===== src/rtl/core/assert_macros.svh =====
`ifndef ASSERT_MACROS_SVH
`define ASSERT_MACROS_SVH

// plain property check, sampled on the rising clock, off while reset is low
`define LPHT_ASSERT(lbl, prop, msg) \
    lbl: assert property (@(posedge i_clk) disable iff (!i_rst_n) (prop)) \
        else $error(msg);

// same-cycle implication check
`define LPHT_ASSERT_IMPL(lbl, ante, cons, msg) \
    lbl: assert property (@(posedge i_clk) disable iff (!i_rst_n) (ante) |-> (cons)) \
        else $error(msg);

`endif


===== src/rtl/core/lpht_pkg.sv =====
package lpht_pkg;

    // table geometry
    localparam int SLOT_COUNT  = 1024;
    localparam int SLOT_W      = $clog2(SLOT_COUNT);
    localparam int CNT_W       = SLOT_W + 1;
    localparam int FULL_LIMIT  = SLOT_COUNT * 3 / 4;
    localparam int VALUE_WIDTH = 32;
    localparam int KEY_W       = 64;
    localparam int ACTION_W    = 2;
    localparam int STATUS_W    = 3;

    // key mixer
    localparam int              MIX_SHIFT = 33;
    localparam logic [KEY_W-1:0] MIX_MULT = 64'hff51afd7ed558ccd;

    // command queue between front and back, power of two
    localparam int CMDQ_DEPTH = 2;
    localparam int QPTR_W     = $clog2(CMDQ_DEPTH);
    localparam int QCNT_W     = QPTR_W + 1;

    typedef enum logic [ACTION_W-1:0] {
        ACT_FIND     = 2'd0,
        ACT_FIND_INS = 2'd1,
        ACT_ASSIGN   = 2'd2,
        ACT_CLEAR    = 2'd3
    } t_action;

    typedef enum logic [STATUS_W-1:0] {
        ST_HIT      = 3'd0,
        ST_INSERTED = 3'd1,
        ST_MISS     = 3'd2,
        ST_FULL     = 3'd3,
        ST_CLEARED  = 3'd4
    } t_status;

    // hashed command handed from front to back
    typedef struct packed {
        t_action                  action;
        logic [KEY_W-1:0]         key;
        logic [VALUE_WIDTH-1:0]   value;
        logic [SLOT_W-1:0]        home;
    } t_cmd;

    // one slot of the table memory
    typedef struct packed {
        logic                     used;
        logic [KEY_W-1:0]         key;
        logic [VALUE_WIDTH-1:0]   value;
    } t_entry;

    typedef struct packed {
        t_status                  status;
        logic [VALUE_WIDTH-1:0]   value;
        logic [SLOT_W-1:0]        slot;
    } t_result;

    // command queue status
    typedef struct packed {
        logic full;
        logic valid;
    } t_q_stat;

endpackage


===== src/rtl/core/lpht_fifo.sv =====
`include "assert_macros.svh"

module lpht_fifo (
    input  logic              i_clk,
    input  logic              i_rst_n,
    input  logic              i_push,
    input  lpht_pkg::t_cmd    i_cmd,
    input  logic              i_pop,
    output lpht_pkg::t_cmd    o_cmd,
    output lpht_pkg::t_q_stat o_stat
);
    import lpht_pkg::*;

    t_cmd              r_buf [CMDQ_DEPTH];
    logic [QPTR_W-1:0] r_wr;
    logic [QPTR_W-1:0] r_rd;
    logic [QCNT_W-1:0] r_count;
    logic              w_push, w_pop;

    assign o_stat.full  = (r_count == QCNT_W'(CMDQ_DEPTH));
    assign o_stat.valid = (r_count != '0);
    assign w_push       = i_push && !o_stat.full;
    assign w_pop        = i_pop && o_stat.valid;
    assign o_cmd        = r_buf[r_rd];

    // pointers and fill level
    always_ff @(posedge i_clk) begin
        if (!i_rst_n) begin
            r_wr    <= '0;
            r_rd    <= '0;
            r_count <= '0;
        end else begin
            if (w_push) r_wr <= r_wr + 1'b1;
            if (w_pop)  r_rd <= r_rd + 1'b1;
            if (w_push && !w_pop) begin
                r_count <= r_count + 1'b1;
            end else if (w_pop && !w_push) begin
                r_count <= r_count - 1'b1;
            end
        end
    end

    // storage
    always_ff @(posedge i_clk) begin
        if (w_push) r_buf[r_wr] <= i_cmd;
    end

    `LPHT_ASSERT(a_q_level, r_count <= QCNT_W'(CMDQ_DEPTH), "command queue overfilled")
    `LPHT_ASSERT_IMPL(a_q_ptrs, r_count == '0, r_wr == r_rd, "empty queue with skewed pointers")

endmodule


===== config.mk =====
export PLATFORM = sky130hd
export DESIGN_NAME = lpht_fifo
export DESIGN_NICKNAME = d
export VERILOG_FILES = /design/src/rtl/core/lpht_pkg.sv /design/src/rtl/core/lpht_fifo.sv
export VERILOG_INCLUDE_DIRS = /design/src /design/src/rtl/core
export SDC_FILE = /design/constraint.sdc
export NUM_CORES = 1
export LEC_CHECK = 0
export ABC_AREA = 1
export BUFFER_PORTS_ARGS = -buffer_cell sky130_fd_sc_hd__clkbuf_2
export CORE_AREA = 4 4 127 129
export CTS_CLUSTER_SIZE = 16
export DETAILED_ROUTE_END_ITERATION = 8
export DIE_AREA = 0 0 131 133
export GPL_TIMING_DRIVEN = 1
export PLACE_DENSITY = 0.85
export SYNTH_ARGS = -nofsm -noshare
export SYNTH_HDL_FRONTEND = slang
export SYNTH_SLANG_ARGS = --single-unit

===== constraint.sdc =====
create_clock -name i_clk -period 8.35 [get_ports i_clk]
set_input_delay 0.4175 -clock i_clk [delete_from_list [all_inputs] [get_ports i_clk]]
set_output_delay 0.4175 -clock i_clk [all_outputs]
set_load 0.02 [all_outputs]

# After elaboration in Yosys (flattened, before gate mapping)
# Memory sizes are Yosys's and may differ from the RTL's. A register that Yosys moved wholly into a read port is not among the register bits.
# Index checks and enable logic that the tools add are counted.
[word_totals]
register_bits = 4
mem_bits_rw = 216
input_bits = 112
output_inout_bits = 110
wordCells = 24
n_memories = 1
[mem_list]
columns = ["name", "depth", "width", "rd", "rd_clocked_by_memory_dff", "wr", "line", "source"]
rows = [
  ["r_buf", 2, 108, 1, 1, 1, "lpht_fifo.sv:14", "t_cmd r_buf [CMDQ_DEPTH];"],
]
[op_classes]
addsub = 4
n_eq_ne = 1
n_mux = 6
n_reduce_logical = 9
[ops]
columns = ["operator", "count"]
rows = [
  ["$logic_and A1 B1 Y1", 4],
  ["$mux W1", 4],
  ["$mux W2", 2],
  ["$reduce_bool A2 Y1", 2],
  ["$logic_not A1 Y1", 3],
  ["$add A1 B1 Y1 const B", 2],
  ["$add A2 B1 Y2 const B", 1],
  ["$eq A2 B2 Y1 const B", 1],
  ["$sub A2 B1 Y2 const B", 1],
]

# Logic depth before layout (Yosys ltp)
[logic_depth]
depth_word = 7
mapped_depth = 10
depth_no_buf = 10

# Worst setup path after synthesis
# OpenSTA, ideal clock, no wires.
[synth_path]
kind = "input -> register"
start = "input i_push"
end = "memory r_buf[0][0] (netlist bit) (enable)"
setup_time_ns = 0.576
t_arrival_ns = 5.065
required_time_ns = 7.774
setup_slack_ns = 2.708
cell_stages = 2
path_buffers = 0
cell_sequence = "o21ai_0 -> nor2_1"
[synth_between]
elab_chain_cells = 3
[synth_lines]
columns = ["element", "line", "source"]
rows = [
  ["from (decl)", "lpht_fifo.sv:6", "input logic i_push,"],
  ["$logic_and A1 B1 Y1", "lpht_fifo.sv:22", "assign w_push = i_push && !o_stat.full;"],
  ["$mux W1", "lpht_fifo.sv:45", "if (w_push) r_buf[r_wr] <= i_cmd;"],
  ["$mux W1 (not written as such)", "lpht_fifo.sv:45", ""],
  ["to (decl)", "lpht_fifo.sv:14", ""],
]
# No other way between the ends.

==> out/qor.yml <==
ctsHoldBuffers: 0
fill_cells: 1002
finalCritPeriodShare_pct: 37.0
timing.fmax_mhz: 323
netlist_area_mm2: 0.00810
nNetsFinal: 725
reg2reg_slack_ns: 6.26
start_util_pct: 53.9
powerDensity_mw_per_mm2: 313
cp_cell_sequence: "buf_4 > mux2_2 > clkbuf_2"
holdCritPathClass: "input port to register"
clock_sinks: 221
cts_made_buffers: 23
cts_tree: "done"
yosys_register_bits: 221
post_cts_buffers: 0
slew_headroom_pct: 43.6
clk_latency_ns: 0.48
crit_slowest_cell: "dfxtp_4"
grt_use_total_pct: 16.6
htree_levels: 1
maxSlewViolCount: 0
syn_nets: 486
dpl.hpwl_um: 10100
fin_util_pct: 67.3
rsz0062_at_grt: "no"
clk_pin_slew_ns: 0.06
port_buffers: 221
skew_ns: 0.0119
grt_pass1_wl_um: 22800
via_count: 4188
cts-root-buf: "clkbuf_16"
grt_max_degree: 59
hold_depth: 1
min_to: "r_buf[0][105]$_DFFE_PP_"
ios: 222
netlist.area_leader.share_pct: 80.0
crit_buf_inv: 2
setup_viol: 0
cp.required_ns: 7.93
cp_max_fo: 57
ys_seq_area_share_pct: 81.3
synth_largest_area_cell: "edfxtp_1"
status: "finished clean"
antenna_found_initial: 0
grt_overflow: 0
antenna_cells: 0
core_mm2: 0.0150
r2r-start: "r_count[1]$_SDFFE_PN0P_"
rows: 45
crit_arrival_ns: 2.68
fp.dieW_um: 131
syn_to_final_growth_pct: 24.8
final.min_clock_period_ns: 3.09
final_cell_mix: "clkbuf_2 (221), edfxtp_1 (216), mux2_2 (88)"
synthTopCellsByArea: "edfxtp_1 (80%), mux2_2 (12%), mux2_4 (3.7%)"
tns_ns: 0
cts_buffer_depth: 3
crit_path_end_kind: "primary output"
dr.pass1.iters: 4
vias_per_cell: 5.13
tightest_slew_ns: 0.837
gp_congestion: 0.774
drc: 0
die_area_mm2: 0.0174
worst-r2r-cell-count: 9
ys_warn_count: 0
cp_top_family: "buffers and inverters"
post_cts_resized: 0
cp-start-kind: "register"
crit_type: "register to primary output"
totalWireLength_um: 14900
drive_gt1_share_pct: 59.1
synth_cell_type_count: 15
drt_iter0_drc: 252
grt_pass1_vias: 4593
antenna_left: 0
cp.depth: 3
min_from: "i_cmd[105]"
post_synth_inst_count: 373
max_stage_delay_ns: 0.83
wl_per_cell_um: 18.3
drv_cap: 0
power_leakage_uw: 0.00390
hold_violations: 0
die_y_um: 133
worstReg2RegEnd: "r_count[1]$_SDFFE_PN0P_"
layout_commonest_cell: "clkbuf_2"
syn-mean-instance-area_um2: 21.7
max-vdd-ir-drop_v: 0.000237
## worst max-delay path by stage
| stage | startpoint | slack [ns] | endpoint |
|---|---|---|---|
| after CTS | register | 5.19 | o_cmd[38] |
| final | register | 5.26 | o_cmd[100] |
| after detailed placement | register | 5.74 | o_cmd[30] |
| after global routing | register | 5.10 | o_cmd[10] |
| after global placement | register | 5.81 | o_cmd[38] |
| after floorplan | i_push | 2.71 | r_buf[0][0]$_DFFE_PP_ |
## where the power goes
group,internal [uW],switching (uW)
registers,1400,67.7
logic,303,460
clock network,542,384
total,2250,912
## kinds of logic (layout without fill, tap and decap cells)
group           count (synthesis)  count (layout)  synth area share, %
simple gates                   18              18                0.880
compound gates                  5               5                0.340
mux                           108             108                 15.9
buf+inv                        20             275                 1.42
flops                         221             221                 81.3
fa+ha+maj                       1               1                0.154
## layer usage
| layer | part of all wire, % | GRT usage [%] | vias up |
|---|---|---|---|
| li1 | - | - | 1944 |
| met1 | 37 | 19.1 | 2054 |
| met2 | 52 | 29.6 | 162 |
| met3 | 8.6 | 5.21 | 28 |
| met4 | 2.3 | 4.91 | 0 |
| met5 | 0 | 0 | - |
## flip-flops by register name, summed over array words and instances, names as in the netlist, named ones only
name	cells
r_buf	216
r_count	2
r_rd	1
r_wr	1
## cell type report
| cell class | instances | area, um^2 | share of cell area [%] |
|---|---|---|---|
| clock inverter | 8 | 41.3 | 0.408 |
| tap | 188 | 235 | 2.33 |
| clock buffer | 33 | 653 | 6.46 |
| multi-input combinational | 132 | 1420 | 14.0 |
| inverter | 8 | 30.0 | 0.297 |
| sequential | 221 | 6590 | 65.2 |
| timing repair buffer | 226 | 1140 | 11.3 |
## metrics by stage
stage | instances | instance area, um^2 | hold slack, ns | worst slack, ns | total power, uW
6_report | 816 | 10100 | 0.117 | 5.26 | 3160
5_1_grt | 816 | 10100 | 0.0960 | 5.10 | 3310
4_1_cts | 816 | 10100 | 0.0930 | 5.19 | 3200
3_5_place_dp | 775 | 9420 | 0.494 | 5.74 | 2270
3_3_place_gp | 775 | 9420 | 0.480 | 5.81 | 2230
2_1_floorplan | 373 | 8100 | 0.467 | 2.71 | 2040
## cell usage after synthesis
| cell | count |
|---|---|
| buf_6 | 4 |
| nand2_1 | 7 |
| nand3_1 | 1 |
| edfxtp_1 | 216 |
| mux2_4 | 20 |
| ha_1 | 1 |
| mux2_2 | 88 |
| o21a_1 | 1 |
| o21ai_0 | 3 |
| inv_1 | 8 |
| nor2_1 | 9 |
| buf_2 | 8 |
| a21oi_1 | 1 |
| dfxtp_1 | 5 |
| nand4_1 | 1 |
No activity file was read; power rests on OpenSTA's default activity.
