File: config.mk
export PLATFORM = sky130hd
export DESIGN_NAME = lpht_front
export DESIGN_NICKNAME = d
export VERILOG_FILES = /design/src/rtl/core/assert_macros.svh /design/src/rtl/core/lpht_pkg.sv /design/src/rtl/core/lpht_front.sv
export SDC_FILE = /design/constraint.sdc
export NUM_CORES = 1
export LEC_CHECK = 0
export BUFFER_PORTS_ARGS = -buffer_cell sky130_fd_sc_hd__buf_4
export CELL_PAD_IN_SITES_DETAIL_PLACEMENT = 1
export CELL_PAD_IN_SITES_GLOBAL_PLACEMENT = 1
export CORE_UTILIZATION = 45
export CTS_CLUSTER_DIAMETER = 30
export CTS_CLUSTER_SIZE = 30
export DETAILED_ROUTE_END_ITERATION = 7
export MAX_ROUTING_LAYER = met4
export PLACE_DENSITY = 0.77
export SYNTH_ARGS = -nofsm -noshare
export SYNTH_HDL_FRONTEND = slang
export SYNTH_SLANG_ARGS = --single-unit
File: constraint.sdc
create_clock -name i_clk -period 18.8 [get_ports i_clk]
set_clock_uncertainty 0.1 [all_clocks]
set_input_delay 3.76 -clock i_clk [delete_from_list [all_inputs] [get_ports i_clk]]
set_output_delay 3.76 -clock i_clk [all_outputs]
set_load 0.02 [all_outputs]
File: src/rtl/core/assert_macros.svh
`ifndef ASSERT_MACROS_SVH
`define ASSERT_MACROS_SVH

// plain property check, sampled on the rising clock, off while reset is low
`define LPHT_ASSERT(lbl, prop, msg) \
    lbl: assert property (@(posedge i_clk) disable iff (!i_rst_n) (prop)) \
        else $error(msg);

// same-cycle implication check
`define LPHT_ASSERT_IMPL(lbl, ante, cons, msg) \
    lbl: assert property (@(posedge i_clk) disable iff (!i_rst_n) (ante) |-> (cons)) \
        else $error(msg);

`endif

File: src/rtl/core/lpht_pkg.sv
package lpht_pkg;

    // table geometry
    localparam int SLOT_COUNT  = 1024;
    localparam int SLOT_W      = $clog2(SLOT_COUNT);
    localparam int CNT_W       = SLOT_W + 1;
    localparam int FULL_LIMIT  = SLOT_COUNT * 3 / 4;
    localparam int VALUE_WIDTH = 32;
    localparam int KEY_W       = 64;
    localparam int ACTION_W    = 2;
    localparam int STATUS_W    = 3;

    // key mixer
    localparam int              MIX_SHIFT = 33;
    localparam logic [KEY_W-1:0] MIX_MULT = 64'hff51afd7ed558ccd;

    // command queue between front and back, power of two
    localparam int CMDQ_DEPTH = 2;
    localparam int QPTR_W     = $clog2(CMDQ_DEPTH);
    localparam int QCNT_W     = QPTR_W + 1;

    typedef enum logic [ACTION_W-1:0] {
        ACT_FIND     = 2'd0,
        ACT_FIND_INS = 2'd1,
        ACT_ASSIGN   = 2'd2,
        ACT_CLEAR    = 2'd3
    } t_action;

    typedef enum logic [STATUS_W-1:0] {
        ST_HIT      = 3'd0,
        ST_INSERTED = 3'd1,
        ST_MISS     = 3'd2,
        ST_FULL     = 3'd3,
        ST_CLEARED  = 3'd4
    } t_status;

    // hashed command handed from front to back
    typedef struct packed {
        t_action                  action;
        logic [KEY_W-1:0]         key;
        logic [VALUE_WIDTH-1:0]   value;
        logic [SLOT_W-1:0]        home;
    } t_cmd;

    // one slot of the table memory
    typedef struct packed {
        logic                     used;
        logic [KEY_W-1:0]         key;
        logic [VALUE_WIDTH-1:0]   value;
    } t_entry;

    typedef struct packed {
        t_status                  status;
        logic [VALUE_WIDTH-1:0]   value;
        logic [SLOT_W-1:0]        slot;
    } t_result;

    // command queue status
    typedef struct packed {
        logic full;
        logic valid;
    } t_q_stat;

endpackage

File: src/rtl/core/lpht_front.sv
module lpht_front (
    input  logic                             i_clk,
    input  logic                             i_rst_n,
    input  logic                             i_push,
    input  logic                             i_hold,
    input  logic [lpht_pkg::ACTION_W-1:0]    i_action,
    input  logic [lpht_pkg::KEY_W-1:0]       i_key,
    input  logic [lpht_pkg::VALUE_WIDTH-1:0] i_new_value,
    output logic                             o_full,
    input  lpht_pkg::t_q_stat                i_q,
    output logic                             o_cmd_push,
    output lpht_pkg::t_cmd                   o_cmd
);
    import lpht_pkg::*;

    typedef enum logic [3:0] {
        F_IDLE = 4'b0001,
        F_MUL  = 4'b0010,
        F_FIN  = 4'b0100,
        F_PUSH = 4'b1000
    } t_fstate;

    t_fstate                r_state, n_state;
    logic [1:0]             r_step;
    t_action                r_action;
    logic [KEY_W-1:0]       r_key;
    logic [VALUE_WIDTH-1:0] r_value;
    logic [KEY_W-1:0]       r_k1;
    logic [KEY_W-1:0]       r_prod;
    logic [KEY_W-1:0]       r_acc;

    logic                   w_take;
    logic                   w_push;
    logic [31:0]            w_mul_a, w_mul_b;
    logic [KEY_W-1:0]       w_prod;
    logic [KEY_W-1:0]       w_mix;

    // handshake: a new beat may enter while the previous command leaves
    assign w_push     = (r_state == F_PUSH) && !i_q.full;
    assign o_full     = i_hold || !((r_state == F_IDLE) || w_push);
    assign w_take     = i_push && !o_full;
    assign o_cmd_push = w_push;

    // shared 32x32 multiplier, low and high halves over three steps
    always_comb begin
        case (r_step)
            2'd0: begin
                w_mul_a = r_k1[31:0];
                w_mul_b = MIX_MULT[31:0];
            end
            2'd1: begin
                w_mul_a = r_k1[63:32];
                w_mul_b = MIX_MULT[31:0];
            end
            default: begin
                w_mul_a = r_k1[31:0];
                w_mul_b = MIX_MULT[63:32];
            end
        endcase
    end
    assign w_prod = {32'b0, w_mul_a} * {32'b0, w_mul_b};

    // final xor-shift and home slot
    assign w_mix = r_acc ^ (r_acc >> MIX_SHIFT);
    assign o_cmd = '{action: r_action, key: r_key, value: r_value,
                     home: w_mix[SLOT_W-1:0]};

    // next state
    always_comb begin
        n_state = r_state;
        case (r_state)
            F_IDLE: if (w_take) n_state = F_MUL;
            F_MUL:  if (r_step == 2'd2) n_state = F_FIN;
            F_FIN:  n_state = F_PUSH;
            F_PUSH: begin
                if (w_push) n_state = w_take ? F_MUL : F_IDLE;
            end
            default: n_state = F_IDLE;
        endcase
    end

    // control
    always_ff @(posedge i_clk) begin
        if (!i_rst_n) begin
            r_state <= F_IDLE;
            r_step  <= 2'd0;
        end else begin
            r_state <= n_state;
            if (w_take) begin
                r_step <= 2'd0;
            end else if (r_state == F_MUL) begin
                r_step <= r_step + 2'd1;
            end
        end
    end

    // beat capture and multiply accumulate
    always_ff @(posedge i_clk) begin
        if (w_take) begin
            r_action <= t_action'(i_action);
            r_key    <= i_key;
            r_value  <= i_new_value;
            r_k1     <= i_key ^ (i_key >> MIX_SHIFT);
        end
        if (r_state == F_MUL) begin
            r_prod <= w_prod;
        end
        if ((r_state == F_MUL) && (r_step == 2'd1)) begin
            r_acc <= r_prod;
        end else if (((r_state == F_MUL) && (r_step == 2'd2)) || (r_state == F_FIN)) begin
            r_acc[63:32] <= r_acc[63:32] + r_prod[31:0];
        end
    end

endmodule

======== Yosys cells after proc, flatten, opt, wreduce, memory -nomap -nowiden ========
Index checks and enable logic that the tools add are counted.
operators by class
  add/subtract/negate cells ............... 2
  multipliers ............................. 1
  equality and inequality tests ........... 9
  mux-type cells .......................... 9
  bitwise gates (word level) .............. 3
  reductions and logical operators ........ 15
operators with widths
  cell                                                 number
  2-to-1 mux 32 bit                                    3
  multiplier 32 x 32 -> 64 bit                         1
  bitwise XOR 64 x 31 -> 64 bit                        1
  adder 32 bit                                         1
  2-to-1 mux 29 bit                                    1
  case mux 4 bit (4 select lines)                      1
  2-to-1 mux 4 bit                                     3
  bitwise XOR 10 bit                                   1
  != test 2 bit, second input constant                 3
  equality test 4 x 1 -> 1 bit, second input constant  1
  equality test 4 x 2 -> 1 bit, second input constant  1
  equality test 4 x 3 -> 1 bit, second input constant  1
  equality test 4 bit, second input constant           1
  logical AND 1 bit                                    4
  OR reduction 2 bit                                   2
  zero test 1 bit                                      3
  logical OR 1 bit                                     3
  AND reduction 3 bit                                  1
  adder 2 x 1 -> 2 bit, second input constant          1
  equality test 2 x 1 -> 1 bit, second input constant  1
  equality test 2 bit, second input constant           1
  zero test 2 bit                                      1
  2-to-1 mux 2 bit                                     1
  nonzero test 2 bit                                   1
  inverter 1 bit                                       1
word-level totals
  register bits after elaboration ......... 274
  output and inout port bits .............. 110
  logic and storage cells ................. 48

======== Longest topological paths before layout ========
Gate-level depths: netlist of run 1.
  depth in word-level cells ............... 10
  gate-level depth with buffers ........... 33
  gate-level depth less buffers ........... 30

======== Worst setup path after synthesis of run 1 ========
OpenSTA, ideal clock, no wires.
  path type ............................... reg2reg
  start point ............................. reg r_step[1]
  end point ............................... reg r_prod[39] (data pin)
  arrival ................................. 8184 ps
  required time ........................... 18441 ps
  setup slack ............................. 10258 ps
  cell stages (with the launch flop) ...... 28
  buffers on the path ..................... 3
  cells stage by stage .................... dfxtp_1 > inv_1 > ha_1 > buf_6 > buf_1 > buf_2 > mux2i_1 > inv_1 > fa_1 > fa_1 > fa_1 > inv_1 > fa_1 > inv_1 > fa_1 > inv_1 > fa_1 > inv_1 > fa_1 > fa_1 > ha_1 > and3_4 > nor2b_4 > a221o_1 > o2111ai_1 > nand3_1 > a31o_1 > a211o_1
on the way
  cells in the longest elaborated chain, start to end .. 4
ends and longest elaborated chain
  element                                                                 line               text
  start, declared                                                         lpht_front.sv:24   logic [1:0] r_step;
  start signal, assigned                                                  lpht_front.sv:92   r_step <= r_step + 2'd1;
  equality test 2 x 1 -> 1 bit / zero test 2 bit (equally long branches)  lpht_front.sv:46   case (r_step)
  OR reduction 2 bit (no line)                                            --
  2-to-1 mux 29 bit                                                       lpht_front.sv:46
  multiplier 32 x 32 -> 64 bit *                                          lpht_front.sv:61   assign w_prod = {32'b0, w_mul_a} * {32'b0, w_mul_b};
  net w_prod[39]                                                          lpht_front.sv:35   logic [KEY_W-1:0] w_prod;
  end signal, assigned                                                    lpht_front.sv:106  r_prod <= w_prod;
  end, declared                                                           lpht_front.sv:29   logic [KEY_W-1:0] r_prod;
Mark *: on every way through the listed nets, which the timed path passes. The rest lies on a longest branch.
A chain may end at the register's enable or synchronous reset.

======== Worst setup path in the final report of run 1 ========
  start point ............................. reg r_step[1]
  end point ............................... reg r_prod[40] (data pin)
Same word-level chain as after synthesis.

==> summary.md, run 1 <==
| Metric | Value |
|---|---|
| H-tree depth | 4 |
| Largest family of logic cells by synthesized area | adder cells |
| Synthesized cell area | 0.0245 mm² |
| Post-CTS Hold Buffers | 0 |
| Avg Synthesized Cell Area | 11.5 µm² |
| Most frequent cells after synthesis | inv_1, fa_1, ha_1 |
| Post-synthesis mux area share | 1.45% |
| Diode count | 0 |
| Post-synthesis register bit count | 178 |
| Crit Path Max Fanout | 32 |
| Actual slew at the worst max-slew pin | 940 ps |
| Hold Violations, Final | 0 |
| CTS tree | done |
| Final setup viols | 0 |
| FMAX | 0.105 GHz |
| CTS Buf Count | 17 |
| RSZ-0062 raised after global routing | false |
| Initial Util | 45.5% |
| Nets | 3,181 |
| Vias per inst | 5.15 |
| Via Count | 15,452 |
| Main flop type after synthesis | edfxtp_1 |
| Antenna-violating nets left | 0 |
| Hpwl dp | 58.8 mm |
| GRT Util Overall | 26.9% |
| IO Port Bufs | 212 |
| Hold crit path type | reg -> reg |
| Slew HR | 35.6% |
| Setup crit start kind | flop |
| Ys Warns | 0 |
| Fillers | 5,732 |
| Core Rows | 85 |
| Ports | 214 |
| Post-route setup TNS | 0 ps |
| DRC | 0 |
| Synth top area share | 39.4% |
| Fin crit share | 50.7% |
| Worst Path Required | 18,930 ps |
| Critical path capture point type | flop |
| Net Count, Synth | 3,010 |
| Instance count of the mapped netlist | 2,121 |
| Outcome | finished clean |
| GRT Residual Overflow | 0 |
| DRT iter0 DRCs | 695 |
| Final min period | 9540 ps |
| Setup bufs post-CTS | 0 |
| Synth Area in Compound Gates | 3.49% |
| Share of cells above drive strength 1 | 13.0% |
| WL final | 68.7 mm |
| Leading post-synthesis cells by cell area | fa_1, edfxtp_1, ha_1 |
| Cell accounting for the most synthesized area | fa_1 |
| GP Congestion | 0.946 |
| Post-Synth Adder-Cell Area | 54.9% |
| Most common cell in the netlist | inv_1 |
| Root Buffer | clkbuf_16 |
| # Max-Cap Violations | 0 |
| Initial antenna violation count | 0 |
| Worst Path Arrival | 9670 ps |
| Initial DRT Pass Iterations | 5 |
| Post-synth ARST share | 0% |
| Seq/Total Area, Yosys | 21.6% |
| Synth Area in XOR/XNOR | 3.56% |
| Clock Latency Late Sink | 520 ps |
| Max Buffers Root-to-Sink | 2 |
| Critical path class | reg -> reg |
| Global-route wire length before repair | 106 mm |
| Synth unique cells | 68 |
| CTS Sinks | 178 |
| Full die area | 0.0554 mm² |
| Area grow syn2layout | 11.5% |
| Number of global-route vias before repair | 18,535 |
| Mean routed wirelength per cell | 22.9 µm |
| Number of flops mapped to enable cells by yosys | 172 |
| Core area | 0.0538 mm² |
| Die width | 235 µm |
| Post-synthesis simple-gate area fraction | 3.62% |
| Largest net degree at the start of global routing | 70 |
| Cts repair resizes | 0 |
| Die Ht | 235 µm |
| Reg2reg setup slack | 9260 ps |
| Slew Limit Fails | 0 |
| Clk slew on worst S/H paths | 80 ps |
through the flow:
step	instance area [µm²]	util [%]	hold slack (ps)	std cells	setup slack [ps]
after floorplan	24500	-	333	2121	10260
after global routing	27300	50.8	384	3001	8750
after detailed placement	26700	49.6	344	2969	9290
final	27300	50.8	360	3001	9260
after CTS	27300	50.8	361	3001	9240
after global placement	26700	49.6	346	2969	9520
worst max-delay path, cell delays in order (launching register included):
cell      delay, ps
dfxtp_1         320
inv_1           100
ha_2            360
buf_4           520
mux2i_1         860
inv_1           580
ha_1            460
inv_1            60
fa_1            530
inv_1            50
fa_1            490
fa_1            610
fa_1            570
fa_1            520
fa_1            540
inv_1            50
fa_1            530
inv_1            60
ha_1            320
o21ai_0         110
nand2b_1        100
and2_0          280
a21boi_0        390
a211oi_2        100
o41ai_2         330
a21oi_1         120
xnor2_1         160
cells in the final DEF, fill, tap and decap left out, types with 4 or more instances in the layout:
cell type  count
a211oi_2       5
a21o_1        12
a21oi_1       43
and2_1         7
and3_1         5
buf_4        226
clkbuf_16     17
clkinv_8       7
dfxtp_1        6
edfxtp_1     172
fa_1         482
ha_1         302
inv_1        635
mux2_2        13
mux2i_1       16
nand2_1       67
nand2b_1       6
nand3_1        4
nand4_1        6
nor2_1        60
nor2b_1        4
o211ai_1       6
o21ai_0       33
or2_2          6
xnor2_1       44
xor2_1        53
worst paths after layout:
check | from | to | cells past startpoint
setup / recovery | r_step[1]$_SDFFE_PP0P_ | r_prod[40]$_DFFE_PP_ | 26
hold / removal | r_prod[0]$_DFFE_PP_ | r_acc[0]$_DFFE_PP_ | 0
setup reg to reg | r_step[1]$_SDFFE_PP0P_ | r_prod[40]$_DFFE_PP_ | 26
hold reg to reg | r_prod[0]$_DFFE_PP_ | r_acc[0]$_DFFE_PP_ | 0
sequential cells by signal (all words and copies together), names as in the netlist:
signal / flops
r_state: 4
r_key: 64
r_step: 2
r_action: 2
r_value: 32
r_k1: 31
r_acc: 21
r_prod: 22
per-layer routing:
| layer | wire [µm] | GRT usage [%] | vias to the layer above |
|---|---|---|---|
| li1 | - | - | 6750 |
| met1 | 27500 | 31.3 | 8161 |
| met2 | 35300 | 46.2 | 410 |
| met3 | 2770 | 3.55 | 131 |
| met4 | 3210 | 12.4 | 0 |
| met5 | 0 | - | - |
final cells by class:
| cell class | instances | area (µm²) | area share (%) |
|---|---|---|---|
| clock buffers | 17 | 425 | 1.56 |
| clock inverters | 15 | 218 | 0.797 |
| inverters | 636 | 2390 | 8.74 |
| multi-input cells | 1233 | 16400 | 60.2 |
| flip-flops and latches | 178 | 5290 | 19.3 |
| well taps | 696 | 871 | 3.19 |
| repair buffers | 226 | 1700 | 6.21 |
kinds of logic (layout without fill, tap and decap cells):
logic type | Yosys count | in the layout
buf+inv | 710 | 894
other cells | 1 | 1
compound gates | 131 | 131
flops | 178 | 178
mux | 32 | 32
xor+xnor | 98 | 98
fa+ha+maj | 785 | 785
simple gates | 186 | 186
Power of run 1 is not shown: default switching activity piles up to over one toggle a cycle in this logic, so the estimate is an artifact.
==> run 2: changes to the inputs <==
--- a/config.mk
+++ b/config.mk
@@ -13,7 +13,7 @@
 export CTS_CLUSTER_SIZE = 30
 export DETAILED_ROUTE_END_ITERATION = 7
 export MAX_ROUTING_LAYER = met4
-export PLACE_DENSITY = 0.77
+export PLACE_DENSITY = 0.8
 export SYNTH_ARGS = -nofsm -noshare
 export SYNTH_HDL_FRONTEND = slang
 export SYNTH_SLANG_ARGS = --single-unit
==> constraint.sdc (replaced) <==
create_clock -name i_clk -period 8.4 [get_ports i_clk]
set_clock_uncertainty 0.1 [all_clocks]
set_input_delay 1.68 -clock i_clk [delete_from_list [all_inputs] [get_ports i_clk]]
set_output_delay 1.68 -clock i_clk [all_outputs]
set_load 0.02 [all_outputs]
==> run 2 against run 1 <==
  * Clock-buffer cell count unchanged
  * Cell count increased by 2.0%
  * Worst hold slack improved by 14 ps
  * Non-clock buffer count increased by 59
  * Die area unchanged
==> summary.md, run 2 (same netlist as run 1, synthesis figures left out) <==
| Metric | Value |
|---|---|
| Max Buffers Root-to-Sink | 2 (unchanged) |
| GRT Util Overall | 28.1% (+1.2 points) |
| Die Ht | 235 µm (unchanged) |
| Commonest non-fill, non-tap cell in the layout | inv_1 |
| Slew HR | 45.0% (+9.5 points) |
| Full die area | 0.0554 mm² (unchanged) |
| Outcome | finished clean |
| Post-CTS Hold Buffers | 0 (unchanged) |
| Die width | 235 µm (unchanged) |
| Root Buffer | clkbuf_16 |
| Clock Latency Late Sink | 510 ps (about the same) |
| Hold crit path type | reg -> reg |
| Worst Path Arrival | 8340 ps (-1330 ps) |
| Actual slew at the worst max-slew pin | 823 ps (-117 ps) |
| Reg2reg setup slack | 200 ps (-9060 ps) |
| DRT iter0 DRCs | 779 (+12%) |
| H-tree depth | 4 (unchanged) |
| Ports | 214 (unchanged) |
| Fillers | 5,713 (-0.33%) |
| Core area | 0.0538 mm² (unchanged) |
| Fin crit share | 97.6% (+47 points) |
| CTS Sinks | 178 (unchanged) |
| Share of cells above drive strength 1 | 16.0% (+3.1 points) |
| Critical path class | reg -> reg |
| Worst r2r dst | r_prod[39]$_DFFE_PP_ |
| FMAX | 0.122 GHz (+16%) |
| Final setup viols | 0 (unchanged) |
| Number of global-route vias before repair | 19,171 (+3.4%) |
| GRT Residual Overflow | 0 (unchanged) |
| Critical R2R Launch | r_step[1]$_SDFFE_PP0P_ |
| Worst setup margin | 201 ps (-9060 ps) |
| CTS Buf Count | 17 (unchanged) |
| Crit path from | r_step[1]$_SDFFE_PP0P_ |
| IO Port Bufs | 212 (unchanged) |
| Worst hold slack | 374 ps (+14.4 ps) |
| Critical hold path startpoint | r_prod[0]$_DFFE_PP_ |
| Core Rows | 85 (unchanged) |
| Biggest register | r_key |
| Initial Util | 45.5% (unchanged) |
| Hold Violations, Final | 0 (unchanged) |
| R2R cell count | 26 (unchanged) |
| WL final | 72.5 mm (+5.4%) |
| CTS tree | done |
| Max reg flops | 64 (unchanged) |
| Via Count | 15,737 (+1.8%) |
| Commonest cells after routing, fill and taps aside | inv_1, fa_1, ha_1 |
| Initial DRT Pass Iterations | 5 (unchanged) |
| Initial antenna violation count | 0 (unchanged) |
| Crit Path Max Fanout | 4 (-88%) |
| Min-Delay Path Depth | 0 (unchanged) |
| Clk slew on worst S/H paths | 90 ps (about the same) |
| Vias per inst | 5.14 (-0.12%) |
| Largest net degree at the start of global routing | 58 (-17%) |
| DRC | 0 (unchanged) |
| Worst slack, placed | -85.5 ps (-9370 ps) |
| Antenna-violating nets left | 0 (unchanged) |
| Final min period | 8200 ps (-1340 ps) |
| Setup crit start kind | flop |
| Global-route wire length before repair | 111 mm (+4.8%) |
| Worst Hold Endpoint | r_acc[0]$_DFFE_PP_ |
| Hpwl dp | 62.3 mm (+6.0%) |
| Largest regs | r_key: 64 flops, r_value: 32 flops, r_k1: 31 flops |
| Mean routed wirelength per cell | 23.7 µm (+3.4%) |
| # Max-Cap Violations | 0 (unchanged) |
| Critical path capture point type | flop |
| GP Congestion | 0.992 (+4.9%) |
| Diode count | 0 (unchanged) |
| Worst Path Required | 8540 ps (-10,390 ps) |
| Slew Limit Fails | 0 (unchanged) |
| Nets | 3,240 (+1.9%) |
| Area grow syn2layout | 13.9% |
## run 2: cell types whose count changed in the layout (fill, tap and decap cells not counted), moves of 3 or more
cell	before	now
mux2_2	13	10
buf_4	226	278
mux2_4	1	4
inv_2	0	6
mux2i_1	16	13
mux2i_2	1	4
inv_1	635	627
inv_8	3	0
buf_12	0	4
## run 2: routing by layer
layer | track usage, % | wire length, µm | vias up
met5 | - | 0 | -
li1 | - | - | 6880
met2 | 49.1 | 37500 | 474
met1 | 31.8 | 27700 | 8216
met4 | 13.7 | 3800 | 0
met3 | 3.58 | 3440 | 167
## run 2: stage by stage
step / TNS [ps] / util (%) / std cells / area (µm²)
after global placement: 0 / 50.3 / 3019 / 27100
after floorplan: 0 / - / 2121 / 24500
after CTS: 0 / 51.5 / 3051 / 27700
after global routing: -44.3 / 51.9 / 3060 / 27900
after detailed placement: -141 / 50.3 / 3019 / 27100
final: 0 / 51.9 / 3060 / 27900
## run 2: worst max-delay path by stage
stage / endpoint / depth (start not counted)
2_1_floorplan: r_prod[40]$_DFFE_PP_ / 28
3_3_place_gp: r_prod[39]$_DFFE_PP_ / 26
3_5_place_dp: r_prod[42]$_DFFE_PP_ / 26
4_1_cts: r_prod[42]$_DFFE_PP_ / 26
5_1_grt: r_prod[39]$_DFFE_PP_ / 27
6_report: r_prod[39]$_DFFE_PP_ / 26
## run 2: final cells by class
class / instances / area (µm²) / share of cell area, %
clock inverters: 15 / 214 / 0.767
clock buffers: 17 / 425 / 1.52
inverters: 636 / 2390 / 8.58
flip-flops and latches: 178 / 5290 / 18.9
well taps: 696 / 871 / 3.12
multi-input cells: 1233 / 16500 / 59.1
repair buffers: 285 / 2210 / 7.92
## run 2: worst max-delay path, cell delays in order (launching register included)
cell,delay (ps)
dfxtp_1,340
inv_1,140
ha_4,200
clkbuf_4,210
mux2_2,380
and2_1,200
or2_2,300
ha_1,320
fa_1,440
fa_1,550
inv_1,90
fa_1,550
inv_1,60
fa_1,510
inv_1,60
fa_1,540
inv_1,50
fa_1,500
fa_1,440
ha_1,340
and3_4,190
nor2b_4,130
a221o_1,350
o2111ai_2,240
nand3_1,160
a31o_1,270
a211o_1,260
## run 2: what timing repair did
item,4_1_cts,5_1_grt
gates cloned,0,1
gates resized for setup,2,25
setup endpoints to repair,3,6
pin swaps,1,6
setup buffers,1,8
Power of run 2 is left out for the same reason.
